===== config.mk =====
export PLATFORM = sky130hd
export DESIGN_NAME = psrt_sum_sat
export DESIGN_NICKNAME = d
export VERILOG_FILES = /design/src/rtl/core/psrt_pkg.sv /design/src/rtl/core/psrt_sum_sat.sv
export SDC_FILE = /design/constraint.sdc
export NUM_CORES = 1
export LEC_CHECK = 0
export ABC_AREA = 1
export BUFFER_PORTS_ARGS = -buffer_cell sky130_fd_sc_hd__buf_2
export CAP_MARGIN = 20
export CELL_PAD_IN_SITES_DETAIL_PLACEMENT = 1
export CELL_PAD_IN_SITES_GLOBAL_PLACEMENT = 1
export CORE_MARGIN = 2
export CORE_UTILIZATION = 25
export CTS_CLUSTER_DIAMETER = 120
export DETAILED_ROUTE_END_ITERATION = 10
export GPL_TIMING_DRIVEN = 0
export PLACE_DENSITY_LB_ADDON = 0.1
export SLEW_MARGIN = 10
export SYNTH_ARGS = -nofsm -noshare
export SYNTH_HDL_FRONTEND = slang
export SYNTH_SLANG_ARGS = --single-unit

===== constraint.sdc =====
create_clock -name clk_i -period 6.9 [get_ports clk_i]
set_clock_uncertainty 0.05 [all_clocks]
set_input_delay 1.38 -clock clk_i [delete_from_list [all_inputs] [get_ports clk_i]]
set_output_delay 1.38 -clock clk_i [all_outputs]
set_load 0.005 [all_outputs]

===== src/rtl/core/psrt_pkg.sv =====
// Package for the streaming point transform: fixed-point widths, register codes,
// configuration and per-stage payload types.
// No dependencies; compiled first.
package psrt_pkg;

  localparam int unsigned COORD_W    = 32;
  localparam int unsigned SCALE_W    = 24;
  localparam int unsigned ROT_W      = 16;
  localparam int unsigned SCALE_FRAC = 16;
  localparam int unsigned ROT_FRAC   = 14;
  localparam int unsigned SCALED_W   = COORD_W + SCALE_W - SCALE_FRAC;
  localparam int unsigned PROD_W     = ROT_W + SCALED_W - ROT_FRAC;
  localparam int unsigned SUM_W      = PROD_W + 2;
  localparam int unsigned CFG_IDX_W  = 3;
  localparam int unsigned CFG_DATA_W = 3 * ROT_W;

  typedef enum logic [CFG_IDX_W-1:0] {
    REG_SCALE    = 3'd0,
    REG_ROT_ROW0 = 3'd1,
    REG_ROT_ROW1 = 3'd2,
    REG_ROT_ROW2 = 3'd3,
    REG_TRANS_X  = 3'd4,
    REG_TRANS_Y  = 3'd5,
    REG_TRANS_Z  = 3'd6
  } cfg_reg_e;

  typedef logic signed [COORD_W-1:0]  coord_t;
  typedef logic signed [ROT_W-1:0]    rot_t;
  typedef logic signed [SCALED_W-1:0] scaled_t;
  typedef logic signed [PROD_W-1:0]   prod_t;
  typedef logic signed [SUM_W-1:0]    sum_t;
  typedef logic [SCALE_W-1:0]         scale_t;

  // Column 0 sits in the low bits of a row.
  typedef rot_t [2:0] rot_row_t;

  typedef struct packed {
    scale_t              scale;
    rot_row_t [2:0]      rot;
    coord_t   [2:0]      trans;
  } cfg_t;

  typedef struct packed {
    coord_t [2:0] c;
    logic         last;
  } point_t;

  typedef struct packed {
    scaled_t [2:0] s;
    logic          last;
  } scaled_pt_t;

  typedef struct packed {
    prod_t [2:0][2:0] p;
    logic             last;
  } rotated_pt_t;

  typedef struct packed {
    coord_t [2:0] c;
    logic         last;
    logic         saturated;
  } result_t;

  localparam coord_t SAT_MAX = {1'b0, {(COORD_W-1){1'b1}}};
  localparam coord_t SAT_MIN = {1'b1, {(COORD_W-1){1'b0}}};

endpackage


===== src/rtl/core/psrt_sum_sat.sv =====
// Last two pipeline stages: row sums plus translation, then saturation into
// the output register. Depends on psrt_pkg.
module psrt_sum_sat (
  input  logic                    clk_i,
  input  logic                    rst_ni,
  input  logic                    valid_i,
  output logic                    ready_o,
  input  psrt_pkg::rotated_pt_t   data_i,
  input  psrt_pkg::coord_t [2:0]  trans_i,
  output logic                    valid_o,
  input  logic                    ready_i,
  output psrt_pkg::result_t       result_o
);
  import psrt_pkg::*;

  logic       sum_valid_q;
  sum_t [2:0] sum_d, sum_q;
  logic       sum_last_q;
  logic       sum_ready;

  logic       out_valid_q;
  logic       out_ready;
  result_t    res_d, res_q;

  always_comb begin
    for (int i = 0; i < 3; i++) begin
      sum_d[i] = {{(SUM_W-PROD_W){data_i.p[i][0][PROD_W-1]}}, data_i.p[i][0]}
               + {{(SUM_W-PROD_W){data_i.p[i][1][PROD_W-1]}}, data_i.p[i][1]}
               + {{(SUM_W-PROD_W){data_i.p[i][2][PROD_W-1]}}, data_i.p[i][2]}
               + {{(SUM_W-COORD_W){trans_i[i][COORD_W-1]}}, trans_i[i]};
    end
  end

  // A sum fits when all bits from the sign down to bit 31 agree.
  always_comb begin
    logic [SUM_W-COORD_W:0] upper;
    res_d = '0;
    for (int i = 0; i < 3; i++) begin
      upper = sum_q[i][SUM_W-1:COORD_W-1];
      if ((&upper) || !(|upper)) begin
        res_d.c[i] = sum_q[i][COORD_W-1:0];
      end else begin
        res_d.c[i]      = sum_q[i][SUM_W-1] ? SAT_MIN : SAT_MAX;
        res_d.saturated = 1'b1;
      end
    end
    res_d.last = sum_last_q;
  end

  assign out_ready = !out_valid_q || ready_i;
  assign sum_ready = !sum_valid_q || out_ready;
  assign ready_o   = sum_ready;

  always_ff @(posedge clk_i or negedge rst_ni) begin
    if (!rst_ni) begin
      sum_valid_q <= 1'b0;
      out_valid_q <= 1'b0;
    end else begin
      if (sum_ready) begin
        sum_valid_q <= valid_i;
      end
      if (out_ready) begin
        out_valid_q <= sum_valid_q;
      end
    end
  end

  always_ff @(posedge clk_i) begin
    if (valid_i && sum_ready) begin
      sum_q      <= sum_d;
      sum_last_q <= data_i.last;
    end
    if (sum_valid_q && out_ready) begin
      res_q <= res_d;
    end
  end

  assign valid_o  = out_valid_q;
  assign result_o = res_q;

endmodule


# After elaboration in Yosys (flattened, before gate mapping)
# Index checks and enable logic that the tools add are counted.
word_totals:
  regBits: 233
  input_bits: 479
  out_inout_bits: 100
  word_cells: 46
classes:
  n_addsub: 9
  mux: 7
  n_reduce_logical: 19
op_table:
  columns: ["op", "count"]
  rows:
  - ["two-way mux 32 bit", 6]
  - ["adder 43 x 42 -> 44 bit", 3]
  - ["adder 44 bit", 3]
  - ["adder 42 x 42 -> 43 bit", 3]
  - ["AND reduction 13 bit", 3]
  - ["OR reduction 13 bit", 3]
  - ["zero test 1 bit", 5]
  - ["logical OR 1 bit", 5]
  - ["logical AND 1 bit", 2]
  - ["AND reduction 2 bit", 1]
  - ["two-way mux 1 bit", 1]

# Logic depth before layout (Yosys ltp)
# Gate-level depths: netlist of run 1.
logic_depth:
  ltp_word: 4
  depth_mapped: 18

# Worst setup path after synthesis of run 1
# No wires, ideal clock.
synth_path:
  path_type: "input to register"
  start: "in ready_i"
  end: "reg res_q (netlist bit result_o[0]), enable pin"
  arrival_ns: 6.151
  required_ns: 6.263
  setup_slack_ns: 0.112
  stages: 2
  n_path_buf: 0
  path_cell_list: "inv_1 a21oi_1"
synth_between:
  elab_chain_cells: 2
synth_rtl:
  columns: ["element", "line", "text"]
  rows:
  - ["start, declared", "psrt_sum_sat.sv:11", "input logic ready_i,"]
  - ["logical OR 1 bit", "psrt_sum_sat.sv:50", "assign out_ready = !out_valid_q || ready_i;"]
  - ["logical AND 1 bit", "psrt_sum_sat.sv:73", "if (sum_valid_q && out_ready) begin"]
  - ["end signal, assigned", "psrt_sum_sat.sv:74", "res_q <= res_d;"]
  - ["end, declared", "psrt_sum_sat.sv:23", "result_t res_d, res_q;"]
# Every way passes these cells.
# A chain may end at the register's enable or synchronous reset.

==> results of run 1 <==
[power by group]
part	leakage [µW]	switching, µW	internal [µW]
registers	0.00224	131	2260
clock network	0.000564	713	1160
logic	0.0152	3400	1760
[cells in the mapped netlist, drive strengths merged, types with 18 or more instances]
master,instances
inv,1131
nand2,1129
fa,255
edfxtp,231
nor2,225
ha,129
nand3,113
a21oi,91
xor2,57
xnor2,21
buf,18
nor3,18
[metrics by stage]
step / std cells / instance area, µm² / power (µW) / worst slack, ns
final: 5518 / 31670 / 9423 / 2.414
after global routing: 5518 / 31670 / 10370 / 2.268
after CTS: 5518 / 31670 / 9645 / 2.417
after detailed placement: 5459 / 30510 / 7700 / 1.845
after global placement: 5453 / 30360 / 7675 / -4.298
after floorplan: 3507 / 25760 / 5807 / 0.1121
[worst paths after layout]
kind                                     to  cells past startpoint  slack (ns)
worst min register to register  result_o[1]                      0        0.37
worst max register to register  result_o[0]                      5        4.62
worst max-delay path              sum_q[41]                     18        2.41
max in group asynchronous       sum_valid_q                      1        6.13
worst min-delay path            result_o[1]                      0        0.37
min in group asynchronous           valid_o                      1        0.57
[layer usage]
| layer | vias to the layer above | wire [µm] | part of all wire, % |
|---|---|---|---|
| met1 | 10410 | 42170 | 48 |
| li1 | 11370 | - | - |
| met2 | 427 | 40530 | 46 |
| met3 | 51 | 3965 | 4.5 |
| met5 | - | 32 | 0.037 |
| met4 | 6 | 760 | 0.87 |
[area by class of cell]
type / count / area (µm²)
plain buffers: 21 / 101.3
clock buffers: 41 / 908.4
clock inverters: 18 / 245.2
fillers: 12740 / 70370
inverters: 1131 / 4253
multi-input cells: 2122 / 14430
flip-flops and latches: 233 / 6987
well taps: 1368 / 1712
repair buffers: 584 / 3028
[logic make-up (layout without fill, tap and decap cells)]
| family | Yosys count | in the layout | share of synthesized area [%] |
|---|---|---|---|
| AO/OA/AOI/OAI | 133 | 133 | 2.788 |
| XOR/XNOR | 78 | 78 | 2.652 |
| adder cells (fa/ha/maj) | 384 | 384 | 26.09 |
| buffers and inverters | 1152 | 1795 | 16.88 |
| flip-flops | 233 | 233 | 27.13 |
| AND/OR/NAND/NOR | 1527 | 1527 | 24.47 |
[worst max-delay path, cell delays in order]
cell,delay (ns)
buf_2,0.08
inv_1,0.06
fa_1,0.54
inv_1,0.05
fa_1,0.66
ha_1,0.34
inv_1,0.09
fa_1,0.46
inv_1,0.11
nand2_1,0.07
nand2_1,0.09
nand3_1,0.08
nand2_2,0.15
nand2_1,0.08
nand3_2,0.15
nand2_1,0.14
nand3_1,0.09
nand2_1,0.06
[state kept, by name (all words and copies together), names as in the netlist]
signal	flops
sum_q	132
result_o	98
sum_last_q	1
sum_valid_q	1
valid_o	1
==> key figures, run 1 <==
Timing
  – Worst-margin pin slew: 0.5958 ns
  – Setup_tns: 0 ns
  – Hold slack final: 0.3706 ns
  – Final Hold Vio Count: 0
  – Final Cycle Share: 65.01%
  – Final Slew Violations: 0
  – Fmax: 222.9 MHz
  – Headroom to the max-slew limit: 60.24%
  – RSZ-0062 raised after global routing: no
  – Setup Viol. Count Final: 0
  – Final min period: 4.486 ns

Setup path
  – RR Startpoint: sum_q[128]
  – Critical path class: primary input to register
  – Crit end category: register
  – CP Launch Type: primary input
  – Req. time, crit path: 7.12 ns
  – Crit-path max FO: 4
  – Worst endpoint data arrival time: 4.71 ns
  – Crit. Startpoint: data_i[2]

CTS
  – H-tree depth: 2
  – Root buffer cell: clkbuf_16
  – Clock Sinks: 233
  – CTS buffer count: 34
  – Post-cts hold buffer count: 0
  – CTS tree: done
  – # Post-CTS Setup Buffers: 0
  – Clock transition at path regs: 0.05 ns
  – Clock buffer depth: 3
  – Worst-skew pair later-pin latency: 0.53 ns
  – Post_cts resized: 0

Yosys
  – Most used DFF post-synth: edfxtp_1
  – Post-Syn Area per Cell: 7.344 µm²
  – Ys async rst share: 0.8584%
  – Largest area contributor in the netlist: edfxtp_1
  – Ys Warns: 0
  – Synth Register Bits: 233
  – Post-synth cell types: 29
  – Syn nets: 4,370
  – Top-area cell type share of the netlist area: 26.93%
  – Post-synthesis instance area: 25,760 µm²
  – Mapped Cells: 3,507
  – Post-synthesis sequential area ratio: 27.13%
  – Synth area leaders: edfxtp_1 (27%), fa_1 (20%), inv_1 (16%)
  – Number of synthesized flops with an enable pin: 231

Worst hold path
  – Min-delay worst type: register to register
  – Min-Delay Startpoint: sum_last_q

Flow run
  – Max_cap viols: 0

Routing
  – Final antenna-violating net count: 0
  – # DRC: 0
  – Vias post-DR: 22,260
  – DR WL/cell: 15.85 µm
  – Total wire length: 87,470 µm
  – Vias per cell: 4.035
  – TritonRoute pass-1 iters: 5
  – Drt initial violations: 700

Place
  – Port bufs: 578
  – HPWL Detailed: 77,450 µm
  – Routability cong.: 0.8187

Floorplan
  – Die width: 325.0 µm
  – Total I/O pin count: 579
  – Core area: 102,000 µm²
  – Num rows: 117
  – Die ar.: 105,600 µm²
  – Starting Density: 25.24%
  – Die span in y: 325.0 µm

Global route
  – Largest net degree at the start of global routing: 79
  – Global-route met2 utilization: 28.42%
  – Initial antenna violation count: 5
  – M3 GR Usage: 2.787%
  – Met1 Usage GRT: 22.90%
  – Total grt overflow: 0
  – Vias in the first global route: 24,260
  – Busiest grt layer: met2
  – Overall Global Routing Usage: 16.72%
  – First-pass GRT wire length: 137,200 µm

Final layout
  – Most frequent cells in the layout: inv_1 (1,129), nand2_1 (1,094), buf_2 (596)
  – Layout cells sized above 1: 17.88%
  – Layout Utilization: 31.04%
  – Ant diodes: 0
  – Most common cell after layout, fill and taps aside: inv_1
  – NumNets Final: 4,990
  – Area Growth Syn to Fin: 22.95%

Power
  – Pwr/cell area: 297.6 nW/µm²
  – Peak supply drop: 0.1287 mV
  – Leak: 0.01801 µW

Outcome
  – Status: finished, final reports clean
No activity file was read; power rests on OpenSTA's default activity.
==> run 2: changes to the inputs <==
--- a/config.mk
+++ b/config.mk
@@ -5,7 +5,7 @@
 export SDC_FILE = /design/constraint.sdc
 export NUM_CORES = 1
 export LEC_CHECK = 0
-export ABC_AREA = 1
+export ABC_AREA = 0
 export BUFFER_PORTS_ARGS = -buffer_cell sky130_fd_sc_hd__buf_2
 export CAP_MARGIN = 20
 export CELL_PAD_IN_SITES_DETAIL_PLACEMENT = 1
==> constraint.sdc (replaced) <==
create_clock -name clk_i -period 4.7 [get_ports clk_i]
set_clock_uncertainty 0.05 [all_clocks]
set_input_delay 0.94 -clock clk_i [delete_from_list [all_inputs] [get_ports clk_i]]
set_output_delay 0.94 -clock clk_i [all_outputs]
set_load 0.005 [all_outputs]
==> run 2 against run 1 <==
Compared with the run above:
- die area is 12% lower
- register-to-register slack worse by 2.5 ns
- largest power group unchanged
- first-iteration DRC count is 1.4% lower
==> key figures, run 2 <==
Yosys
  – Ys Warns: 0 (unchanged)
  – Largest area contributor in the netlist: edfxtp_1
  – Synth area leaders: edfxtp_1 (31%), fa_1 (23%), inv_1 (12%)
  – Most used DFF post-synth: edfxtp_1
  – Most frequent cell after synthesis: inv_1
  – Post-synthesis instance area: 22,580 µm² (-12%)
  – Mapped Cells: 2,339 (-33%)
  – Ys async rst share: 0.8584% (unchanged)
  – Top-area cell type share of the netlist area: 30.72% (+3.8 points)
  – Post-Syn Area per Cell: 9.653 µm² (+31%)
  – Post-synthesis sequential area ratio: 30.94% (+3.8 points)
  – Synth top cells by count: inv_1 (718), fa_1 (255), edfxtp_1 (231)
  – Syn nets: 3,202 (-27%)
  – Synth Register Bits: 233 (unchanged)
  – Post-synth cell types: 62 (+110%)
  – Number of synthesized flops with an enable pin: 231 (unchanged)

Setup path
  – Critical path class: primary input to register
  – Req. time, crit path: 4.97 ns (-2.15 ns)
  – RR Startpoint: sum_q[32]
  – Cell family with most CP delay: adder cells
  – CP max-delay cell: fa_1
  – CP cell instances: buf_2 > inv_1 > fa_1 > inv_1 > fa_1 > ha_1 > inv_1 > fa_1 > nor2b_1 > o2111ai_1 > a31oi_2 > o21ai_1 > a31oi_4 > a31o_2 > o21a_1 > mux2i_1 > nand2_1
  – Worst Path Buf+Inv: 4 (-1)
  – Worst r2r path cells: 5 (unchanged)
  – Max stage delay on crit path: 0.53 ns (-0.13 ns)
  – Levels on crit path: 17 (-1)
  – Crit-path max FO: 5 (+1)
  – CP Launch Type: primary input
  – Crit. Startpoint: data_i[254]
  – Worst endpoint data arrival time: 4.83 ns (+0.12 ns)
  – Crit end category: register

Flow run
  – Max_cap viols: 0 (unchanged)

Routing
  – Drt initial violations: 690 (-1.4%)
  – WL met2: 35,940 µm (-11%)
  – Vias per cell: 4.325 (+7.2%)
  – Top sig layer: met5
  – TritonRoute pass-1 iters: 4 (-1)
  – # DRC: 0 (unchanged)
  – Met3 routed WL: 3563 µm (-10%)
  – Routed length on met1: 31,860 µm (-24%)
  – DR WL/cell: 17.41 µm (+9.9%)
  – Final antenna-violating net count: 0 (unchanged)
  – Total wire length: 72,490 µm (-17%)
  – Vias post-DR: 18,010 (-19%)

Power
  – Pwr/cell area: 456.2 nW/µm² (+53%)
  – Leak: 0.01474 µW (-18%)
  – Peak supply drop: 0.2438 mV (+90%)

Timing
  – RSZ-0062 raised after global routing: no
  – Headroom to the max-slew limit: 47.80% (-12 points)
  – Setup Viol. Count Final: 0 (unchanged)
  – Final Hold Vio Count: 0 (unchanged)
  – Final min period: 4.564 ns
  – Fmax: 219.1 MHz
  – Worst-margin pin slew: 0.7829 ns (+0.1871 ns)
  – Setup_tns: 0 ns (unchanged)
  – Final Cycle Share: 97.10%
  – Final setup margin: 0.1364 ns (-2.278 ns)
  – Final Slew Violations: 0 (unchanged)

Final layout
  – Area Growth Syn to Fin: 26.01%
  – Layout cells sized above 1: 22.78% (+4.9 points)
  – Layout Utilization: 31.71% (+0.67 points)
  – Most frequent cells in the layout: inv_1 (718), buf_2 (578), fa_1 (255)
  – Fillers: 10,540 (-17%)
  – NumNets Final: 3,824 (-23%)
  – Most common cell after layout, fill and taps aside: inv_1
  – Max reg flops: 132 (unchanged)
  – Top reg by flops: sum_q

CTS
  – Clock transition at path regs: 0.06 ns (about the same)
  – Post-cts hold buffer count: 0 (unchanged)
  – CTS buffer count: 30 (-12%)
  – H-tree depth: 1 (-1)
  – Root buffer cell: clkbuf_16
  – Clock buffer depth: 3 (unchanged)
  – CTS tree: done
  – Clock Sinks: 233 (unchanged)
  – Worst-skew pair later-pin latency: 0.58 ns (+0.05 ns)

Place
  – Worst slack, placed: -1.137 ns (-2.982 ns)
  – Routability cong.: 0.8773 (+7.2%)
  – Port bufs: 578 (unchanged)
  – HPWL Detailed: 62,530 µm (-19%)

Global route
  – First-pass GRT wire length: 114,600 µm (-16%)
  – Total grt overflow: 0 (unchanged)
  – Overall Global Routing Usage: 15.55% (-1.2 points)
  – Vias in the first global route: 20,590 (-15%)
  – Largest net degree at the start of global routing: 58 (-27%)
  – Initial antenna violation count: 9 (+4)

Floorplan
  – Starting Density: 25.16% (-0.082 points)
  – Total I/O pin count: 579 (unchanged)
  – Die ar.: 92,730 µm² (-12%)
  – Core area: 89,740 µm² (-12%)
  – Die width: 304.5 µm (-6.3%)
  – Die span in y: 304.5 µm (-6.3%)
  – Num rows: 110 (-6.0%)

Worst hold path
  – Min-delay worst type: primary input to async pin

Outcome
  – Status: finished, final reports clean
run 2: cell types whose count changed after synthesis, moves of 34 or more:
cell,before,now
nand2_1,1094,91
inv_1,1130,718
a21o_1,0,168
nor2_1,197,67
nand3_1,89,28
xnor2_1,21,77
clkbuf_1,3,58
o21ai_0,15,66
a21oi_1,91,126
nand2_2,35,1
run 2: final timing paths:
path | slack, ns | end
worst max register to register | 2.16 | result_o[0]
max in group asynchronous | 4.39 | valid_o
worst min register to register | 0.39 | result_o[1]
worst max-delay path | 0.14 | sum_q[127]
min in group clk_i | 0.39 | result_o[1]
worst min-delay path | 0.10 | sum_valid_q
run 2: logic make-up (layout without fill, tap and decap cells):
group | count (synthesis) | count (layout) | synth area share (%)
adders and majority gates | 384 | 384 | 29.76
other | 0 | 2 | 0
buffers and inverters | 777 | 1423 | 12.92
muxes | 1 | 1 | 0.04434
AOI/OAI and AO/OA | 491 | 491 | 14.36
and+or+nand+nor | 335 | 335 | 7.393
xor gates and xnor gates | 118 | 118 | 4.577
DFF | 233 | 233 | 30.94
run 2: area by class of cell:
| type | count | area, µm² | area share (%) |
|---|---|---|---|
| antenna | 2 | 5.005 | 0.01759 |
| buffer | 59 | 221.5 | 0.7784 |
| clock buffer | 31 | 775.7 | 2.727 |
| clock inverter | 25 | 349.1 | 1.227 |
| inverter | 718 | 2695 | 9.473 |
| multi-input combinational | 1329 | 12880 | 45.28 |
| sequential | 233 | 6987 | 24.56 |
| tap | 1176 | 1471 | 5.172 |
| timing repair buffer | 590 | 3063 | 10.77 |
run 2: per-layer routing:
metal  vias to the layer above  track usage, %
met2                       400           27.66
met5                         -               0
met4                        14           2.752
met3                        64           2.580
li1                       8722               -
met1                      8805           19.96
run 2: power breakdown:
part	switching, µW	internal, µW
clock network	988	1640
logic	4020	2740
registers	231	3350
total	5240	7730
run 2: what timing repair did:
item / CTS / global route
endpoints found under the setup margin: 37 / 31
pin swaps: 1 / 8
buffers inserted: 2 / 6
gates resized for setup: 21 / 23
run 2: metrics by stage:
stage	cells	total power, µW	hold WS [ns]	area [µm²]
floorplan	2339	8013	0.3503	22580
global placement	4093	10210	0.3569	26940
detailed placement	4097	10270	0.3811	27060
CTS	4155	13110	0.05556	28280
global route	4163	14110	0.05877	28450
finish	4163	12980	0.1009	28450
==> run 3: changes to the inputs <==
--- a/config.mk
+++ b/config.mk
@@ -8,8 +8,8 @@
 export ABC_AREA = 0
 export BUFFER_PORTS_ARGS = -buffer_cell sky130_fd_sc_hd__buf_2
 export CAP_MARGIN = 20
-export CELL_PAD_IN_SITES_DETAIL_PLACEMENT = 1
-export CELL_PAD_IN_SITES_GLOBAL_PLACEMENT = 1
+export CELL_PAD_IN_SITES_DETAIL_PLACEMENT = 2
+export CELL_PAD_IN_SITES_GLOBAL_PLACEMENT = 2
 export CORE_MARGIN = 2
 export CORE_UTILIZATION = 25
 export CTS_CLUSTER_DIAMETER = 120
==> run 3 against run 2 <==
Compared with the run above:
- critical path depth fell by 1
- register-to-register slack worse by 0.08 ns
- critical endpoint is now sum_q[124]
- routed wire length up 6.5%
- largest cell class unchanged
- cell area grew 0.64%
- maximum frequency is 0.53% higher
- critical path type unchanged
- clock power grew 4%
- utilization grew 0.20 points
==> key figures, run 3 (synthesis results as in run 2) <==
Setup path
  – RR Startpoint: sum_q[119]
  – Worst Path Buf+Inv: 5 (+1)
  – Req. time, crit path: 4.92 ns (-0.05 ns)
  – Critical path class: primary input to register
  – CP Launch Type: primary input
  – Crit end category: register
  – Worst endpoint data arrival time: 4.76 ns (-0.07 ns)
  – Worst r2r path cells: 5 (unchanged)
  – Max stage delay on crit path: 0.53 ns (about the same)
  – CP cell instances: buf_2 > inv_1 > fa_1 > fa_1 > inv_1 > ha_1 > nand4_1 > inv_1 > a221oi_1 > o31ai_4 > a21oi_1 > o31ai_4 > a311oi_2 > buf_4 > o21ai_0 > xor2_1
  – Crit-path max FO: 5 (unchanged)
  – Most used cell, CP: inv_1
  – Cell family with most CP delay: compound AO/OA/AOI/OAI gates
  – Worst R2R End: result_o[0]
  – CP max-delay cell: fa_1
  – Worst R2R Setup Slack: 2.08 ns (-0.08 ns)

Final layout
  – Max reg flops: 132 (unchanged)
  – Most frequent cells in the layout: inv_1 (718), buf_2 (578), fa_1 (253)
  – Area Growth Syn to Fin: 26.82%
  – Non-Filler Instances: 4,171 (+0.19%)
  – Fillers: 10,100 (-4.2%)
  – NumNets Final: 3,831 (+0.18%)
  – Layout Utilization: 31.91% (+0.20 points)
  – Area of the multi-input gates: 12,970 µm² (+0.68%)
  – Seq. cell area: 6987 µm² (unchanged)
  – Top reg by flops: sum_q
  – Most common cell after layout, fill and taps aside: inv_1
  – Layout cells sized above 1: 23.06% (+0.28 points)

Power
  – Peak supply drop: 0.2152 mV (-12%)
  – Leak: 0.01481 µW (+0.49%)
  – Final Power: 13,280 µW (+2.3%)
  – Pwr/cell area: 463.7 nW/µm² (+1.6%)

CTS
  – CTS buffer count: 34 (+13%)
  – CTS tree: done
  – Worst-skew pair later-pin latency: 0.54 ns (-0.04 ns)
  – H-tree depth: 2 (+1)
  – Clock transition at path regs: 0.06 ns (about the same)
  – Post-cts hold buffer count: 0 (unchanged)
  – Clock Sinks: 233 (unchanged)
  – Root buffer cell: clkbuf_16
  – Clock buffer depth: 3 (unchanged)

Routing
  – Vias per cell: 4.403 (+1.8%)
  – TritonRoute pass-1 iters: 4 (unchanged)
  – Drt initial violations: 621 (-10%)
  – Total wire length: 77,170 µm (+6.5%)
  – Vias post-DR: 18,360 (+2.0%)
  – # DRC: 0 (unchanged)
  – DR WL/cell: 18.50 µm (+6.2%)
  – Final antenna-violating net count: 0 (unchanged)

Timing
  – Final min period: 4.539 ns (-0.02423 ns)
  – Setup_tns: 0 ns (unchanged)
  – Fmax: 220.3 MHz (+0.53%)
  – Final setup margin: 0.1606 ns (+0.02423 ns)
  – Setup Viol. Count Final: 0 (unchanged)
  – Worst-margin pin slew: 0.8949 ns (+0.1119 ns)
  – Final Cycle Share: 96.58% (-0.52 points)
  – Final Hold Vio Count: 0 (unchanged)
  – Headroom to the max-slew limit: 40.34% (-7.5 points)
  – Final Slew Violations: 0 (unchanged)

Floorplan
  – Die ar.: 92,730 µm² (unchanged)
  – Core area: 89,740 µm² (unchanged)
  – Total I/O pin count: 579 (unchanged)
  – Starting Density: 25.16% (unchanged)
  – Die span in y: 304.5 µm (unchanged)
  – Die width: 304.5 µm (unchanged)
  – Num rows: 110 (unchanged)

Place
  – Routability cong.: 0.8299 (-5.4%)
  – Port bufs: 578 (unchanged)
  – Inst Count DP: 4,097 (unchanged)
  – HPWL Detailed: 66,630 µm (+6.6%)
  – Worst slack, placed: -1.367 ns (-0.2297 ns)

Global route
  – Vias in the first global route: 21,460 (+4.2%)
  – Initial antenna violation count: 8 (-1)
  – Largest net degree at the start of global routing: 52 (-10%)
  – Overall Global Routing Usage: 16.77% (+1.2 points)
  – Total grt overflow: 0 (unchanged)
  – First-pass GRT wire length: 121,800 µm (+6.2%)

Worst hold path
  – Min-delay worst type: primary input to async pin

Flow run
  – Max_cap viols: 0 (unchanged)

Outcome
  – Status: finished, final reports clean
run 3: cell count changes in the layout (fill, tap and decap cells not counted), moves of 3 or more:
cell,change
clkbuf_16,+6
buf_4,+4
clkbuf_1,+3
clkinvlp_4,-3
run 3: worst max path at each step:
stage          slack [ns]  depth (start not counted)         end         from
6_report             0.16                         16  sum_q[124]  data_i[261]
2_1_floorplan        0.09                         15  sum_q[125]  data_i[254]
3_5_place_dp        -1.37                         15   sum_q[86]  data_i[134]
4_1_cts              0.01                         16  sum_q[125]  data_i[254]
5_1_grt             -0.02                         15   sum_q[34]    data_i[4]
3_3_place_gp        -1.33                         15   sum_q[86]  data_i[134]
run 3: final cells by class:
class                   instances  area share [%]
plain buffers                  58          0.7604
inverters                     718           9.413
diodes                          3         0.02622
multi-input cells            1329           45.30
flip-flops and latches        233           24.40
repair buffers                594           10.80
clock buffers                  41           3.286
clock inverters                19          0.8696
well taps                    1176           5.139
run 3: metrics by stage:
stage	hold WS, ns	cell area [µm²]
final	0.1175	28630
after global placement	0.3533	26940
after detailed placement	0.3562	27060
after CTS	0.07055	28400
after global routing	0.08778	28630
after floorplan	0.3503	22580
run 3: power breakdown:
part	internal, µW	total [µW]	switching (µW)
Sequential	3350	3590	236
Clock	1750	2740	989
Combinational	2800	6950	4150
Total	7900	13300	5370
run 3: what timing repair did:
item | 4_1_cts | 5_1_grt
pin swaps | 3 | 14
endpoints found under the setup margin | 43 | 32
setup buffers | 3 | 9
resized for setup | 32 | 27
run 3: per-layer routing:
layer,share of wire [%],track usage (%),vias to the layer above,wire length (µm)
met5,0.067,0,-,52
li1,-,-,8737,-
met2,49,29.24,422,37700
met3,4.8,3.206,87,3691
met4,2.2,4.271,8,1707
met1,44,21.23,9110,34020
